===== src/hw/rtl/lgs_pkg.sv =====
package lgs_pkg;

    // fixed field widths of one beat
    localparam int unsigned ACT_W       = 2;
    localparam int unsigned ROW_W       = 5;
    localparam int unsigned COL_W       = 5;
    localparam int unsigned IN_TDATA_W  = 16;
    localparam int unsigned OUT_TDATA_W = 8;

    // neighbor count and the B3/S23 rule
    localparam int unsigned NB_W        = 4;
    localparam logic [NB_W-1:0] BIRTH_CNT   = 4'd3;
    localparam logic [NB_W-1:0] SURVIVE_CNT = 4'd2;

    typedef enum logic [ACT_W-1:0] {
        ACT_WRITE = 2'd0,
        ACT_READ  = 2'd1,
        ACT_STEP  = 2'd2,
        ACT_NOP   = 2'd3
    } t_action;

    typedef enum logic [2:0] {
        S_IDLE = 3'b001,
        S_RUN  = 3'b010,
        S_DONE = 3'b100
    } t_state;

endpackage


===== src/hw/rtl/lgs_row_cell.sv =====
module lgs_row_cell #(
    parameter int unsigned SIDE = 32
) (
    input  logic            i_clk,
    input  logic            i_rst_n,
    input  logic            i_shift,
    input  logic [SIDE-1:0] i_row,
    output logic [SIDE-1:0] o_row
);

    logic [SIDE-1:0] r_row;
    logic [SIDE-1:0] n_row;

    always_comb begin
        n_row = i_shift ? i_row : r_row;
    end

    always_ff @(posedge i_clk) begin
        if (!i_rst_n) begin
            r_row <= '0;
        end else begin
            r_row <= n_row;
        end
    end

    assign o_row = r_row;

endmodule


===== src/hw/rtl/lgs_rule_unit.sv =====
module lgs_rule_unit #(
    parameter int unsigned SIDE = 32
) (
    input  logic [SIDE-1:0] i_above,
    input  logic [SIDE-1:0] i_self,
    input  logic [SIDE-1:0] i_below,
    output logic [SIDE-1:0] o_next
);

    import lgs_pkg::*;

    // dead border on both sides of each row
    logic [SIDE+1:0] w_above_p;
    logic [SIDE+1:0] w_self_p;
    logic [SIDE+1:0] w_below_p;

    assign w_above_p = {1'b0, i_above, 1'b0};
    assign w_self_p  = {1'b0, i_self, 1'b0};
    assign w_below_p = {1'b0, i_below, 1'b0};

    always_comb begin
        logic [NB_W-1:0] nb;
        for (int c = 0; c < SIDE; c++) begin
            nb = NB_W'(w_above_p[c]) + NB_W'(w_above_p[c+1]) + NB_W'(w_above_p[c+2])
               + NB_W'(w_self_p[c])  + NB_W'(w_self_p[c+2])
               + NB_W'(w_below_p[c]) + NB_W'(w_below_p[c+1]) + NB_W'(w_below_p[c+2]);
            o_next[c] = (nb == BIRTH_CNT) || (i_self[c] && (nb == SURVIVE_CNT));
        end
    end

endmodule


===== src/hw/rtl/life_generation_step.sv =====
// Life (B3/S23) engine over a SIDE x SIDE grid, cleared to all dead at reset; cells
// beyond the edge count as dead. The grid sits in a chain of SIDE row cells that
// rotates one row per cycle past a head position. Every write, read or generation
// step makes one full rotation: the beat is taken in S_IDLE, the chain rotates in
// S_RUN and S_DONE posts the result once the output register is free. During a
// generation step the rule unit computes the new head row from the row above (held
// in a window register) and the row below, and the new row re-enters at the tail.
// Action code 3 skips the rotation and answers with done_res 0. A new beat is
// taken as soon as the result is in the output register, even if it has not been
// collected yet.
module life_generation_step #(
    parameter int unsigned SIDE = 32
) (
    input  logic        i_clk,
    input  logic        i_rst_n,
    input  logic        i_s_axis_tvalid,
    output logic        o_s_axis_tready,
    // [4:0] row, [9:5] col, [10] cell_in, [15:11] zero
    input  logic [lgs_pkg::IN_TDATA_W-1:0]  i_s_axis_tdata,
    // [1:0] action
    input  logic [lgs_pkg::ACT_W-1:0]       i_s_axis_tuser,
    output logic        o_m_axis_tvalid,
    input  logic        i_m_axis_tready,
    // [0] cell_out, [1] done_res, [7:2] zero
    output logic [lgs_pkg::OUT_TDATA_W-1:0] o_m_axis_tdata
);

    import lgs_pkg::*;

    localparam int unsigned CNT_W = $clog2(SIDE);

    t_state           r_state, n_state;
    t_action          r_action, n_action;
    logic [ROW_W-1:0] r_row, n_row;
    logic [COL_W-1:0] r_col, n_col;
    logic             r_val, n_val;
    logic [CNT_W-1:0] r_cnt, n_cnt;
    logic [SIDE-1:0]  r_above, n_above;
    logic             r_rd, n_rd;
    logic             r_ovalid, n_ovalid;
    logic [OUT_TDATA_W-1:0] r_odata, n_odata;

    logic [SIDE-1:0] w_row   [SIDE];
    logic [SIDE-1:0] w_in    [SIDE];
    logic [SIDE-1:0] w_head;
    logic [SIDE-1:0] w_below;
    logic [SIDE-1:0] w_next;
    logic [SIDE-1:0] w_col_hit;
    logic [SIDE-1:0] w_tail;
    logic            w_shift;
    logic            w_last;
    logic            w_row_hit;
    logic            w_accept;

    // row chain: each cell takes its right neighbor, the tail takes the processed head
    for (genvar k = 0; k < SIDE; k++) begin : g_chain
        if (k == SIDE - 1) begin : g_tail
            assign w_in[k] = w_tail;
        end else begin : g_mid
            assign w_in[k] = w_row[k+1];
        end
        lgs_row_cell #(.SIDE(SIDE)) u_cell (
            .i_clk   (i_clk),
            .i_rst_n (i_rst_n),
            .i_shift (w_shift),
            .i_row   (w_in[k]),
            .o_row   (w_row[k])
        );
    end

    assign w_head  = w_row[0];
    assign w_last  = (r_cnt == CNT_W'(SIDE - 1));
    assign w_below = w_last ? '0 : w_row[1];
    assign w_shift = (r_state == S_RUN);

    lgs_rule_unit #(.SIDE(SIDE)) u_rule (
        .i_above (r_above),
        .i_self  (w_head),
        .i_below (w_below),
        .o_next  (w_next)
    );

    always_comb begin
        for (int c = 0; c < SIDE; c++) begin
            w_col_hit[c] = (32'(c) == 32'(r_col));
        end
    end

    assign w_row_hit = (32'(r_cnt) == 32'(r_row));

    always_comb begin
        w_tail = w_head;
        if (r_action == ACT_STEP) begin
            w_tail = w_next;
        end else if (r_action == ACT_WRITE && w_row_hit) begin
            w_tail = (w_head & ~w_col_hit) | (w_col_hit & {SIDE{r_val}});
        end
    end

    assign w_accept        = i_s_axis_tvalid && o_s_axis_tready;
    assign o_s_axis_tready = (r_state == S_IDLE);

    always_comb begin
        n_state  = r_state;
        n_action = r_action;
        n_row    = r_row;
        n_col    = r_col;
        n_val    = r_val;
        n_cnt    = r_cnt;
        n_above  = r_above;
        n_rd     = r_rd;
        n_ovalid = r_ovalid;
        n_odata  = r_odata;

        if (r_ovalid && i_m_axis_tready) begin
            n_ovalid = 1'b0;
        end

        case (r_state)
            S_IDLE: begin
                if (w_accept) begin
                    n_action = t_action'(i_s_axis_tuser);
                    n_row    = i_s_axis_tdata[ROW_W-1:0];
                    n_col    = i_s_axis_tdata[ROW_W +: COL_W];
                    n_val    = i_s_axis_tdata[ROW_W+COL_W];
                    n_cnt    = '0;
                    n_above  = '0;
                    n_rd     = 1'b0;
                    n_state  = (t_action'(i_s_axis_tuser) == ACT_NOP) ? S_DONE : S_RUN;
                end
            end
            S_RUN: begin
                n_above = w_head;
                if (r_action == ACT_READ && w_row_hit) begin
                    n_rd = |(w_head & w_col_hit);
                end
                if (w_last) begin
                    n_state = S_DONE;
                end else begin
                    n_cnt = r_cnt + 1'b1;
                end
            end
            S_DONE: begin
                if (!r_ovalid || i_m_axis_tready) begin
                    n_ovalid = 1'b1;
                    n_odata  = '0;
                    n_odata[0] = (r_action == ACT_READ) && r_rd;
                    n_odata[1] = (r_action != ACT_NOP);
                    n_state  = S_IDLE;
                end
            end
            default: begin
                n_state = S_IDLE;
            end
        endcase
    end

    always_ff @(posedge i_clk) begin
        if (!i_rst_n) begin
            r_state  <= S_IDLE;
            r_cnt    <= '0;
            r_above  <= '0;
            r_ovalid <= 1'b0;
        end else begin
            r_state  <= n_state;
            r_cnt    <= n_cnt;
            r_above  <= n_above;
            r_ovalid <= n_ovalid;
        end
    end

    always_ff @(posedge i_clk) begin
        r_action <= n_action;
        r_row    <= n_row;
        r_col    <= n_col;
        r_val    <= n_val;
        r_rd     <= n_rd;
        r_odata  <= n_odata;
    end

    assign o_m_axis_tvalid = r_ovalid;
    assign o_m_axis_tdata  = r_odata;

    a_busy_after_accept: assert property (@(posedge i_clk) disable iff (!i_rst_n)
        w_accept |=> !o_s_axis_tready)
        else $error("input taken while previous beat still in work");

    a_cnt_in_range: assert property (@(posedge i_clk) disable iff (!i_rst_n)
        (r_state == S_RUN) |-> (32'(r_cnt) < SIDE))
        else $error("rotation counter out of range");

    a_done_posts: assert property (@(posedge i_clk) disable iff (!i_rst_n)
        ((r_state == S_DONE) && (!r_ovalid || i_m_axis_tready)) |=>
            (o_m_axis_tvalid && (r_state == S_IDLE)))
        else $error("finished item not posted to output");

    a_read_only_when_done: assert property (@(posedge i_clk) disable iff (!i_rst_n)
        (o_m_axis_tvalid && !o_m_axis_tdata[1]) |-> !o_m_axis_tdata[0])
        else $error("cell_out set on an unused action");

endmodule


===== config.mk =====
export PLATFORM = sky130hd
export DESIGN_NAME = life_generation_step
export DESIGN_NICKNAME = d
export VERILOG_FILES = /design/src/hw/rtl/lgs_pkg.sv /design/src/hw/rtl/lgs_row_cell.sv /design/src/hw/rtl/lgs_rule_unit.sv /design/src/hw/rtl/life_generation_step.sv
export SDC_FILE = /design/constraint.sdc
export NUM_CORES = 2
export LEC_CHECK = 0
export ABC_AREA = 0
export CORE_UTILIZATION = 25
export CTS_CLUSTER_SIZE = 20
export DETAILED_ROUTE_END_ITERATION = 8
export DONT_BUFFER_PORTS = 1
export GPL_TIMING_DRIVEN = 0
export MAX_ROUTING_LAYER = met4
export PLACE_DENSITY = 0.36
export SLEW_MARGIN = 10
export SYNTH_ARGS = -nofsm -noshare
export SYNTH_HDL_FRONTEND = slang
export SYNTH_HIERARCHICAL = 1
export SYNTH_SLANG_ARGS = --single-unit

===== constraint.sdc =====
create_clock -name i_clk -period 4.7 [get_ports i_clk]
set_input_delay 0.705 -clock i_clk [delete_from_list [all_inputs] [get_ports i_clk]]
set_output_delay 0.705 -clock i_clk [all_outputs]
set_load 0.02 [all_outputs]

### After elaboration in Yosys (flattened, before gate mapping)

Cells that the tools add are included.

* flip-flop bits (word level): 1081
* bits in latches: 0
* RAM bits: 0
* ROM bits: 0
* input bits: 22
* word-level logic and storage cells: 474
* memories kept: 0

* add/sub/neg operators: 218
* $mul: 0
* div/mod/pow operators: 0
* order comparisons: 0
* eq/ne operators: 109
* shifts and indexed selects: 0
* multiplexer cells: 19
* bitwise gates (word level): 5
* reduce and logical (&&, ||, !) cells: 81

Operators with widths (count)
* $add A4 B1 Y4: 186
* $eq A4 B2 Y1 const B: 64
* $mux W32: 4
* $and A32 B32 Y32: 3
* $eq A5 B5 Y1 const A: 16
* $pmux W32 S2: 1
* $add A1 B1 Y2: 31
* $eq A4 B5 Y1 const A: 8
* $logic_and A1 B1 Y1: 37
* $logic_or A1 B1 Y1: 33
* $not A32 Y32: 1
* $or A32 B32 Y32: 1
* $reduce_or A32 Y1: 1
* $eq A3 B5 Y1 const A: 4
* $mux W3: 4
* $eq A2 B5 Y1 const A: 2
* $mux W5: 2
* $ne A2 B2 Y1 const B: 5
* $pmux W5 S2: 1
* $pmux W3 S3: 1
* $reduce_and A3 Y1: 3
* $reduce_and A2 Y1: 3
* $add A5 B1 Y5 const B: 1
* $eq A1 B5 Y1 const A: 1
* 14 further kinds: 19

### Logic depth before layout (Yosys ltp)

* depth in word-level cells: 11
* depth in mapped cells: 17
* depth with buffers taken out: 16

### Cells and area by module

Netlist, hierarchy kept.

Modules (own cells, without submodules)
* lgs_row_cell: times used 32, cells each 103, area each 1243.7 µm²
* lgs_rule_unit: times used 1, cells each 584, area each 5251.3 µm²
* life_generation_step: times used 1, cells each 464, area each 3818.7 µm²

### Least setup slack after synthesis

Ideal clock, no wire load.

* path kind: flip-flop to flip-flop
* start: reg r_cnt[0]
* end: reg g_chain[31].u_cell.r_row[3]
* arrival time: 3.836 ns
* required time: 4.635 ns
* path slack: 0.799 ns
* cell stages (with the launch flop): 18
* path buffers: 1
* cell sequence: dfxtp_1 > ha_1 > and3_1 > ha_1 > clkbuf_1 > nor2b_1 > inv_1 > fa_1 > fa_1 > inv_1 > ha_1 > fa_1 > or2_2 > a21oi_1 > nor2_1 > a31oi_1 > mux2i_1 > nor2b_1

RTL lines
* from (decl): RTL line life_generation_step.sv:37 `logic [CNT_W-1:0] r_cnt, n_cnt;`
* from (signal assigned): RTL line life_generation_step.sv:166 `r_cnt <= n_cnt;`
* to (signal assigned): RTL line lgs_row_cell.sv:22 `r_row <= n_row;`
* to (decl): RTL line lgs_row_cell.sv:11 `logic [SIDE-1:0] r_row;`

==> impl_metrics.toml <==
[timing]
final-hold-violation-count = 0
finalCritPeriodShare_pct = 96.1
fin_ws_ns = 0.185
period_minus_slack_ns = 4.52
worst_slew_pin_slew_ns = 0.998
whs_ns = 0.203
clock_skew_ns = 0.0224
setup_viol = 0
rsz0062_at_grt = "true"
slew-limit-headroom_pct = 33.2
fmax_ghz = 0.221
slew_violations = 0

[floorplanning]
io_pins = 32
die_y_microns = 444
num_rows = 161
fp.dieW_microns = 444
dieArea_sq_mm = 0.197
start_util_pct = 25.3
core_sq_mm = 0.193

[critical_path]
cp-start-kind = "flop"
cp_max_fo = 10
cp-end-kind = "flop"
crit_required_ns = 5.38
path_class = "reg2reg"
cp.arrival_ns = 5.20

[logic_synthesis]
synth_compound_area_share_pct = 2.28
synth-edff-count = 16
ys_seq_area_share_pct = 44.6
synth.avg_cell_area_sq_um = 11.2
yosysTopAreaCellShare_pct = 43.6
ys_warn_count = 6
synth_top_family_by_area = "multiplexers"
synth_top_cell_by_area = "dfxtp_1"
ys_ff_latch = 1081
synth-xor-area-share_pct = 0.0896
synthCells = 4344
synth_fa_ha_area_share_pct = 7.49
synthMostInstantiatedCell = "nor2b_1"
synthDistinctLibCells = 50
synth-simple-area-share_pct = 16.2
syn_area_sq_mm = 0.0489
async_flop_share_pct = 0
synth.area.mux_share_pct = 21.7
ys.flop_type = "dfxtp_1"
synthTopCellsByArea = "dfxtp_1, mux2i_1, nor2b_1, fa_1, buf_12"
synth_common_cells = "nor2b_1, dfxtp_1, mux2i_1"

[grt]
grt_pass1_vias = 29300
grt_max_degree = 163
grt_pass1_wl_microns = 182000
gr-total-overflow = 0
antenna_found_initial = 3
grt_usage_pct = 12.2

[routing]
wl_met2_microns = 50600
ant_nets = 0
wl_met1_microns = 59400
vias = 28600
wl_per_cell_microns = 16.3
drt_iter0_markers = 1212
top_layer = "met4"
drc = 0
vias_per_cell = 4.02
dr_wl_met3_microns = 3650
dr.pass1.iters = 5
wirelength_microns = 116000

[cts]
cts.sinks = 1081
cts_buffer_depth = 3
htree_num_levels = 4
cts.clk_slew.worst_paths_ns = 0.06
cts_made_buffers = 135
clk_latency_ns = 0.74
cts_setup_buffers = 0
cts_tree = "yes"
root_buffer = "clkbuf_16"

[power_and_ir_drop]
power_switching_uw = 5180
combinationalPowerShare_pct = 9.4
p_sw_share_pct = 24.0
total_power_uw = 21600
internal_power_uw = 16400
seq_power_share_pct = 43.0
power.share.clock_pct = 47.6
leakage_uw = 0.0187
p_per_area_mw_per_mm2 = 380
vdd.ir_drop.worst_mv = 0.197

[run]
drv_cap = 0

[final_layout]
layout-drive-gt1-share_pct = 9.08
layout.nets = 4740
fin_area_sq_mm = 0.0568
syn2layout_area_growth_pct = 16.2
final_core_util_pct = 29.4

[placed_design]
io_buffers = 0
pre_cts_ws_ns = -0.810
gp_congestion = 0.821
dpl-instance-area_sq_mm = 0.0521
hpwlAfterDp_microns = 82400

[hold_path]
hp-class = "in2reg"

[status]
status = "completed"
worst paths after layout:
check                                       startpoint                                        end  slack (ns)  depth (start not counted)
max                              r_cnt[0]$_SDFFE_PN0P_  g_chain[31].u_cell/o_row[13]$_SDFFE_PN0P_        0.18                         17
min                                            i_rst_n  g_chain[19].u_cell/o_row[31]$_SDFFE_PN0P_        0.20                          1
max reg2reg                      r_cnt[0]$_SDFFE_PN0P_  g_chain[31].u_cell/o_row[13]$_SDFFE_PN0P_        0.18                         17
min reg2reg  g_chain[18].u_cell/o_row[31]$_SDFFE_PN0P_  g_chain[17].u_cell/o_row[31]$_SDFFE_PN0P_        0.51                          2
layout by cell type, fill, tap and decap left out, types with 6 or more instances in the layout:
master / n
clkbuf_1: 156
bufinv_16: 6
dfxtp_1: 1065
edfxtp_1: 16
nor2_1: 54
o21ai_0: 40
buf_4: 12
ha_1: 93
nor2b_1: 1090
nand4_1: 29
a21oi_2: 21
buf_6: 34
clkbuf_8: 30
a21oi_1: 68
nand3_1: 39
buf_2: 11
clkbuf_16: 139
nand2b_1: 8
fa_1: 124
clkinv_2: 7
nand2_1: 11
nor3_1: 10
buf_12: 97
conb_1: 6
inv_1: 221
or2_2: 29
a22oi_1: 34
mux2i_1: 1055
dlygate4sd3_1: 13
layer usage:
| layer | global-route usage (%) | vias up |
|---|---|---|
| met5 | - | - |
| met4 | 3.59 | 0 |
| met3 | 2.25 | 180 |
| met2 | 18.1 | 273 |
| met1 | 16.8 | 13400 |
| li1 | - | 14800 |
registers in the layout (all words and copies together), names as in the netlist:
signal,cells
r_col,5
r_state,3
r_rd,1
r_val,1
r_cnt,5
o_m_axis_tvalid,1
o_m_axis_tdata,2
g_chain.u_cell/o_row,1024
r_action,2
r_above,32
r_row,5
worst max-delay path, stage by stage (launching register included):
cell	delay [ns]
dfxtp_1	0.43
ha_1	0.19
and3_1	0.20
ha_4	0.27
clkbuf_4	0.27
nor2b_1	0.06
inv_1	0.21
fa_1	0.47
fa_1	0.50
inv_1	0.04
ha_1	0.20
fa_1	0.38
or2_2	0.28
a21oi_1	0.23
nor2_1	0.12
a21oi_2	0.34
mux2i_1	0.13
nor2b_1	0.12
per-stage QoR:
step	cells	TNS [ns]
2_1_floorplan	4349	0
3_3_place_gp	6875	-16.09
3_5_place_dp	6876	-17.31
4_1_cts	7121	-0.0143
5_1_grt	7123	-0.00693
6_report	7123	0
logic make-up (layout without fill, tap and decap cells):
| kind of cell | after synthesis | after routing |
|---|---|---|
| mux | 1058 | 1058 |
| compound gates | 192 | 192 |
| simple gates | 1296 | 1296 |
| other cells | 1 | 8 |
| fa+ha+maj | 218 | 218 |
| xor+xnor | 5 | 5 |
| buf+inv | 493 | 739 |
| flops | 1081 | 1081 |
what timing repair did:
| action | in CTS | in global routing |
|---|---|---|
| pin swaps | 0 | 0 |
| endpoints found under the setup margin | 30 | 28 |
| endpoints found under the hold margin | 13 | 0 |
| hold buffers | 13 | 0 |
| resized for setup | 29 | 27 |
area by class of cell:
| class | instances | area, sq um |
|---|---|---|
| diodes | 2 | 5.00 |
| plain buffers | 271 | 2900 |
| clock buffers | 211 | 4050 |
| clock inverters | 21 | 325 |
| fillers | 20000 | 137000 |
| inverters | 222 | 833 |
| multi-input cells | 2775 | 23600 |
| flip-flops and latches | 1081 | 21800 |
| well taps | 2526 | 3160 |
| repair buffers | 14 | 150 |
power by group through the flow:
stage / Clock (uW) / Sequential, uW / Combinational (uW)
final: 10300 / 9280 / 2030
after global placement: 0 / 9480 / 2020
after floorplan: 0 / 9460 / 1550
after global routing: 11100 / 9280 / 2140
after CTS: 10800 / 9280 / 2040
after detailed placement: 0 / 9480 / 2010
No activity file was read; power rests on OpenSTA's default activity.
